[src/rtl/ehd_pkg.sv]
// Shared types and constants of the edge hit distance block.
package ehd_pkg;

	localparam int COORD_FRAC_BITS = 4;
	localparam int COORD_W = 16;
	localparam int DIFF_W = COORD_W + 1;
	localparam int PROD_W = 2 * DIFF_W;
	localparam int SQ_W = 34;
	localparam int QUO_W = 33;
	localparam int ROOT_W = SQ_W / 2;
	localparam int SREM_W = ROOT_W + 3;
	localparam int DIST_W = 17;
	localparam int THR_W = 16;
	localparam int IN_DATA_W = 8 * COORD_W;
	localparam int OUT_DATA_W = 24;
	localparam int APB_ADDR_W = 3;
	localparam int APB_DATA_W = 32;

	localparam logic [THR_W-1:0] THR_RESET = THR_W'(10 << COORD_FRAC_BITS);
	localparam logic REG_HIT_THRESHOLD = 1'b0;

	typedef enum logic [1:0] {
		MODE_POINT,
		MODE_PERP,
		MODE_ARC
	} mode_t;

	typedef struct packed {
		mode_t           mode;
		logic [SQ_W-1:0] a;
		logic [SQ_W-1:0] b;
	} ctx_t;

endpackage

[src/rtl/ehd_sqrt.sv]
// Two-lane pipelined digit-by-digit square root, one root bit per stage.
module ehd_sqrt (
	input  logic                       clk,
	input  logic                       arst_n,
	input  logic                       en,
	input  logic                       in_valid,
	input  ehd_pkg::ctx_t              in_ctx,
	input  logic [ehd_pkg::SQ_W-1:0]   in_rad,
	output logic                       out_valid,
	output ehd_pkg::ctx_t              out_ctx,
	output logic [ehd_pkg::ROOT_W-1:0] out_root1,
	output logic                       out_rem1_nz,
	output logic [ehd_pkg::ROOT_W-1:0] out_root2
);
	import ehd_pkg::*;

	logic              vld_s  [0:ROOT_W-1];
	ctx_t              ctx_s  [0:ROOT_W-1];
	logic [SREM_W-1:0] rem1_s [0:ROOT_W-1];
	logic [SREM_W-1:0] rem2_s [0:ROOT_W-1];
	logic [ROOT_W-1:0] root1_s [0:ROOT_W-1];
	logic [ROOT_W-1:0] root2_s [0:ROOT_W-1];
	logic [SQ_W-1:0]   rad1_s [0:ROOT_W-1];
	logic [SQ_W-1:0]   rad2_s [0:ROOT_W-1];

	for (genvar k = 0; k < ROOT_W; k++) begin : g_step
		logic              v_in;
		ctx_t              c_in;
		logic [SREM_W-1:0] r1_in, r2_in, r1_sh, r2_sh;
		logic [ROOT_W-1:0] q1_in, q2_in;
		logic [SQ_W-1:0]   d1_in, d2_in;
		logic [ROOT_W+1:0] t1, t2;
		logic              ge1, ge2;

		if (k == 0) begin : g_first
			// Lane 1 takes the main radicand, lane 2 the smaller arc square.
			assign v_in  = in_valid;
			assign c_in  = in_ctx;
			assign r1_in = '0;
			assign r2_in = '0;
			assign q1_in = '0;
			assign q2_in = '0;
			assign d1_in = in_rad;
			assign d2_in = in_ctx.b;
		end else begin : g_next
			assign v_in  = vld_s[k-1];
			assign c_in  = ctx_s[k-1];
			assign r1_in = rem1_s[k-1];
			assign r2_in = rem2_s[k-1];
			assign q1_in = root1_s[k-1];
			assign q2_in = root2_s[k-1];
			assign d1_in = rad1_s[k-1];
			assign d2_in = rad2_s[k-1];
		end

		assign r1_sh = {r1_in[SREM_W-3:0], d1_in[SQ_W-1:SQ_W-2]};
		assign r2_sh = {r2_in[SREM_W-3:0], d2_in[SQ_W-1:SQ_W-2]};
		assign t1    = {q1_in, 2'b01};
		assign t2    = {q2_in, 2'b01};
		assign ge1   = r1_sh >= {1'b0, t1};
		assign ge2   = r2_sh >= {1'b0, t2};

		always_ff @(posedge clk or negedge arst_n) begin
			if (!arst_n) begin
				vld_s[k] <= 1'b0;
			end else if (en) begin
				vld_s[k] <= v_in;
			end
		end

		always_ff @(posedge clk) begin
			if (en) begin
				ctx_s[k]   <= c_in;
				rem1_s[k]  <= ge1 ? r1_sh - {1'b0, t1} : r1_sh;
				rem2_s[k]  <= ge2 ? r2_sh - {1'b0, t2} : r2_sh;
				root1_s[k] <= {q1_in[ROOT_W-2:0], ge1};
				root2_s[k] <= {q2_in[ROOT_W-2:0], ge2};
				rad1_s[k]  <= {d1_in[SQ_W-3:0], 2'b00};
				rad2_s[k]  <= {d2_in[SQ_W-3:0], 2'b00};
			end
		end
	end

	assign out_valid   = vld_s[ROOT_W-1];
	assign out_ctx     = ctx_s[ROOT_W-1];
	assign out_root1   = root1_s[ROOT_W-1];
	assign out_rem1_nz = rem1_s[ROOT_W-1] != '0;
	assign out_root2   = root2_s[ROOT_W-1];

endmodule

[config.mk]
export PLATFORM = sky130hd
export DESIGN_NAME = ehd_sqrt
export DESIGN_NICKNAME = d
export VERILOG_FILES = /design/src/rtl/ehd_pkg.sv /design/src/rtl/ehd_sqrt.sv
export SDC_FILE = /design/constraint.sdc
export NUM_CORES = 2
export LEC_CHECK = 0
export BUFFER_PORTS_ARGS = -buffer_cell sky130_fd_sc_hd__buf_2
export CAP_MARGIN = 10
export CELL_PAD_IN_SITES_DETAIL_PLACEMENT = 2
export CELL_PAD_IN_SITES_GLOBAL_PLACEMENT = 2
export CORE_ASPECT_RATIO = 1.4
export CORE_MARGIN = 3
export CORE_UTILIZATION = 50
export DETAILED_ROUTE_END_ITERATION = 16
export GPL_ROUTABILITY_DRIVEN = 0
export PLACE_DENSITY_LB_ADDON = 0.08
export RECOVER_POWER = 50
export SYNTH_ARGS = -nofsm -noshare
export SYNTH_HDL_FRONTEND = slang
export SYNTH_SLANG_ARGS = --single-unit
[constraint.sdc]
create_clock -name clk -period 7.61 [get_ports clk]
set_clock_uncertainty 0.1 [all_clocks]
set_input_delay 1.9025 -clock clk [delete_from_list [all_inputs] [get_ports clk]]
set_output_delay 1.9025 -clock clk [all_outputs]
set_load 0.02 [all_outputs]
==> results of run 1 <==
==> metrics by stage <==
| stage | setup slack [ns] | cells | hold slack [ns] | instance area, um^2 |
|---|---|---|---|---|
| 2_1_floorplan | 4.492 | 5897 | 0.3003 | 93300 |
| 3_3_place_gp | 3.557 | 8530 | 0.3000 | 97640 |
==> cells by family after synthesis <==
| family | count (synthesis) | share of synthesized area (%) |
|---|---|---|
| other cells | 1 | 0.004020 |
| buf+inv | 519 | 2.116 |
| mux | 117 | 1.408 |
| flops | 2341 | 75.26 |
| xor+xnor | 407 | 3.829 |
| compound gates | 958 | 6.342 |
| simple gates | 1209 | 6.425 |
| fa+ha+maj | 344 | 4.614 |
==> results.md, run 1 <==
- Outcome: stopped before the end
- Failing step: detailed placement (3_5_place_dp)
- Error: [ERROR DPL-0033] detailed placement checks failed during check placement.
- Sequential area share after synthesis: 75.26%
- Synth top area share: 74.80%
- Yosys warnings: 0
- Largest area contributor in the netlist: edfxtp_1
- Post-Synthesis Cell Area: 0.09329 mm^2
- Ports: 214
- Top cells by count, synth: edfxtp_1, inv_1, ha_1
- Initial Util: 50.28%
- Cells after synthesis: 5896
- Post-synth EDFFs: 2324
- Post-synth cell types: 88
- Post-synthesis register bit count: 2341
- Die height: 517.1 um
- Chip Width: 371.1 um
- Average size of a mapped cell: 15.82 um^2
- Rows: 187
- Most common cell in the netlist: edfxtp_1
- Top_reg_cell synth: edfxtp_1
- Detailed placement HPWL: 194.6 mm
- Top area cells in the synthesized netlist: edfxtp_1, ha_1, xnor2_1, a21oi_1, inv_1
- Port Buffer Count: 213
- Async set or reset register ratio after synthesis: 0.7262%
==> run 2: changes to the inputs <==
--- a/config.mk
+++ b/config.mk
@@ -7,14 +7,11 @@
 export LEC_CHECK = 0
 export BUFFER_PORTS_ARGS = -buffer_cell sky130_fd_sc_hd__buf_2
 export CAP_MARGIN = 10
-export CELL_PAD_IN_SITES_DETAIL_PLACEMENT = 2
-export CELL_PAD_IN_SITES_GLOBAL_PLACEMENT = 2
-export CORE_ASPECT_RATIO = 1.4
 export CORE_MARGIN = 3
-export CORE_UTILIZATION = 50
+export CORE_UTILIZATION = 40
 export DETAILED_ROUTE_END_ITERATION = 16
 export GPL_ROUTABILITY_DRIVEN = 0
-export PLACE_DENSITY_LB_ADDON = 0.08
+export PLACE_DENSITY_LB_ADDON = 0.15
 export RECOVER_POWER = 50
 export SYNTH_ARGS = -nofsm -noshare
 export SYNTH_HDL_FRONTEND = slang
==> results.md, run 2 <==
- Power per cell area: 299.6 mW/mm^2
- Setup CP Type: in2reg
- Worst r2r src: rem2_s[0][224]$_DFFE_PP_
- Gr busiest metal: met2
- Most common cell in the netlist: edfxtp_1 (unchanged)
- Top cells by count, synth: edfxtp_1, inv_1, ha_1 (unchanged)
- Rows: 176 (was 187)
- Initial Util: 40.39% (was 50.28%)
- Failing checks: capacitance limit, slew limit
- DR iter-0 viols: 3234
- CP max FO: 106
- P_sw: 7.395 mW
- Crit end category: flop
- Clock sinks: 2341
- Relative slew slack: -150.4%
- DRC: 0
- FMAX: 181.7 MHz
- Synth top area share: 74.80% (unchanged)
- DR WL/cell: 16.21 um
- Most common cell after layout, fill and taps aside: edfxtp_1
- Critical path, cell by cell: clkbuf_2 > clkbuf_1
- M3 GR Usage: 2.364%
- Post-cts resize count: 0
- Via Count: 46980
- Maximum clock path buffer count: 4
- WP data required: 7.96 ns
- Post-CTS Hold Buffers: 0
- Die ar.: 0.2391 mm^2
- Total CTS buffers: 275
- RSZ-0062 raised after global routing: no
- Most frequent cells in the layout: edfxtp_1, inv_1, ha_1, a21oi_1, nor2_1
- Post-route ant nets: 0
- Post-CTS Setup Bufs: 0
- Largest area contributor in the netlist: edfxtp_1 (unchanged)
- Register-to-register setup slack: 4.12 ns
- Top flop regs: ctx_s x1190, rem1_s x288, rad1_s x272
- Sequential area share after synthesis: 75.26% (unchanged)
- Internal Pwr Total: 24.52 mW
- Yosys warnings: 0 (unchanged)
- Largest net degree at the start of global routing: 191
- 1st-pass router iterations: 7
- Post-synth EDFFs: 2324 (unchanged)
- WP data arrival: 5.85 ns
- Core footprint: 0.2310 mm^2
- Grt total ovfl: 0
- Top area cells in the synthesized netlist: edfxtp_1, ha_1, xnor2_1, a21oi_1, inv_1 (unchanged)
- Final setup vio count: 0
- Net Sw Frac: 23.17%
- Min Clock Period, post-route: 5.504 ns
- Vias/cell: 4.913
- Area grow syn2layout: 14.17%
- Actual slew at the worst max-slew pin: 3.756 ns
- Hold path start: ctx_s[0][647]$_DFFE_PP_
- Die height: 488.9 um (was 517.1 um)
- Met2 usage: 22.19%
- Post-Synthesis Cell Area: 0.09329 mm^2 (unchanged)
- Pwr Total: 31.91 mW
- Max reg flops: 1190
- Average size of a mapped cell: 15.82 um^2 (unchanged)
- Top_reg_cell synth: edfxtp_1 (unchanged)
- Crit-path leading delay family: buffers and inverters
- Initial antenna violation count: 4
- Clock power share: 37.7%
- Clock transition at the registers of the reported paths: 0.06 ns
- Ports: 214 (unchanged)
- Slowest Stage Delay on Critical Path: 2.44 ns
- Critical path launch point: en
- Worst skew pair latency: 0.89 ns
- Share of power burned in registers: 51.1%
- Fin nets: 6802
- Post-synthesis register bit count: 2341 (unchanged)
- LEAKAGE: 39.08 nW
- Outcome: complete, but fails checks (was stopped before the end)
- CP Launch Type: input port
- Buf+Inv Stages, Crit Path: 2
- Htree depth: 5
- Fill cell count: 19860
- Post-synth cell types: 88 (unchanged)
- Cells after synthesis: 5896 (unchanged)
- GRT met1 Usage: 15.48%
- Max stage delay cell, worst path: clkbuf_2
- TritonCTS clock tree: built
- Fin crit share: 72.32%
- Biggest register: ctx_s
- Peak supply drop: 170.0 uV
- Detailed placement HPWL: 101.7 mm (was 194.6 mm)
- Chip Width: 488.9 um (was 371.1 um)
- Final hold viol count: 0
- Fraction of layout cells with a size suffix above 1: 11.03%
- Max-cap violation count: 2
- Vias in the first global route: 47820
- Port Buffer Count: 213 (unchanged)
- Worst Hold Class: reg2reg
- Setup TNS: 0 ns
- First-pass GRT wire length: 248.8 mm
- Final Max Tran Viols: 129
- Clk root buf: clkbuf_16
- Final WL: 155.0 mm
- GRT Resource Usage Total: 12.84%
- Logic gate share of total power: 11.2%
- Async set or reset register ratio after synthesis: 0.7262% (unchanged)
## run 2: cell counts after synthesis
Identical to the previous run, type by type.
## run 2: cell families (layout without fill, tap and decap cells)
family,Yosys count,in the layout,share of synthesized area [%]
simple gates,1209,1209,6.425
fa+ha+maj,344,344,4.614
other cells,1,4,0.004020
mux,117,117,1.408
xor+xnor,407,407,3.829
flops,2341,2341,75.26
compound gates,958,958,6.342
buf+inv,519,1157,2.116
## run 2: worst paths after layout
path / endpoint / cells after the start
max in group asynchronous: g_step[12].v_in$_DFFE_PN0P_ / 1
min in group asynchronous: g_step[3].v_in$_DFFE_PN0P_ / 1
worst max-delay path: rem2_s[0][21]$_DFFE_PP_ / 2
worst max register to register: rem2_s[0][250]$_DFFE_PP_ / 7
worst min register to register: ctx_s[0][717]$_DFFE_PP_ / 0
worst min-delay path: ctx_s[0][717]$_DFFE_PP_ / 0
## run 2: area by class of cell
type	count	area (um^2)	share of cell area, %
multi-input cells	3037	21140	19.85
flip-flops and latches	2341	70210	65.92
clock buffers	336	7281	6.836
diodes	2	5.005	0.004699
well taps	3026	3786	3.555
inverters	442	1659	1.558
clock inverters	126	993.5	0.9328
repair buffers	253	1434	1.346
## run 2: per-layer routing
layer / part of all wire (%) / vias up
met3: 3.8 / 439
met2: 49 / 948
met4: 4.5 / 0
met1: 42 / 22450
li1: - / 23150
met5: 0 / -
## run 2: stage by stage
step | util, % | instances | cell area [um^2] | setup WS [ns] | hold slack [ns]
floorplan | - | 5897 | 93300 | 4.492 | 0.3003
global placement | 42.57 | 9099 | 98340 | 3.555 | 0.3001
detailed placement | 42.57 | 9099 | 98340 | 3.490 | 0.3045
CTS | 46.15 | 9561 | 106600 | 3.460 | 0.2796
global route | 46.11 | 9563 | 106500 | 1.742 | 0.2892
finish | 46.11 | 9563 | 106500 | 2.106 | 0.2823
## run 2: power by group through the flow
stage	Sequential [mW]	Clock (mW)	Combinational, mW
floorplan	16.4	0	2.60
global placement	16.6	0	3.49
detailed placement	16.6	0	3.56
CTS	16.3	12.6	3.59
global route	16.4	13.1	4.04
finish	16.3	12.0	3.58
Note: power is estimated with default switching activity, not from simulation.
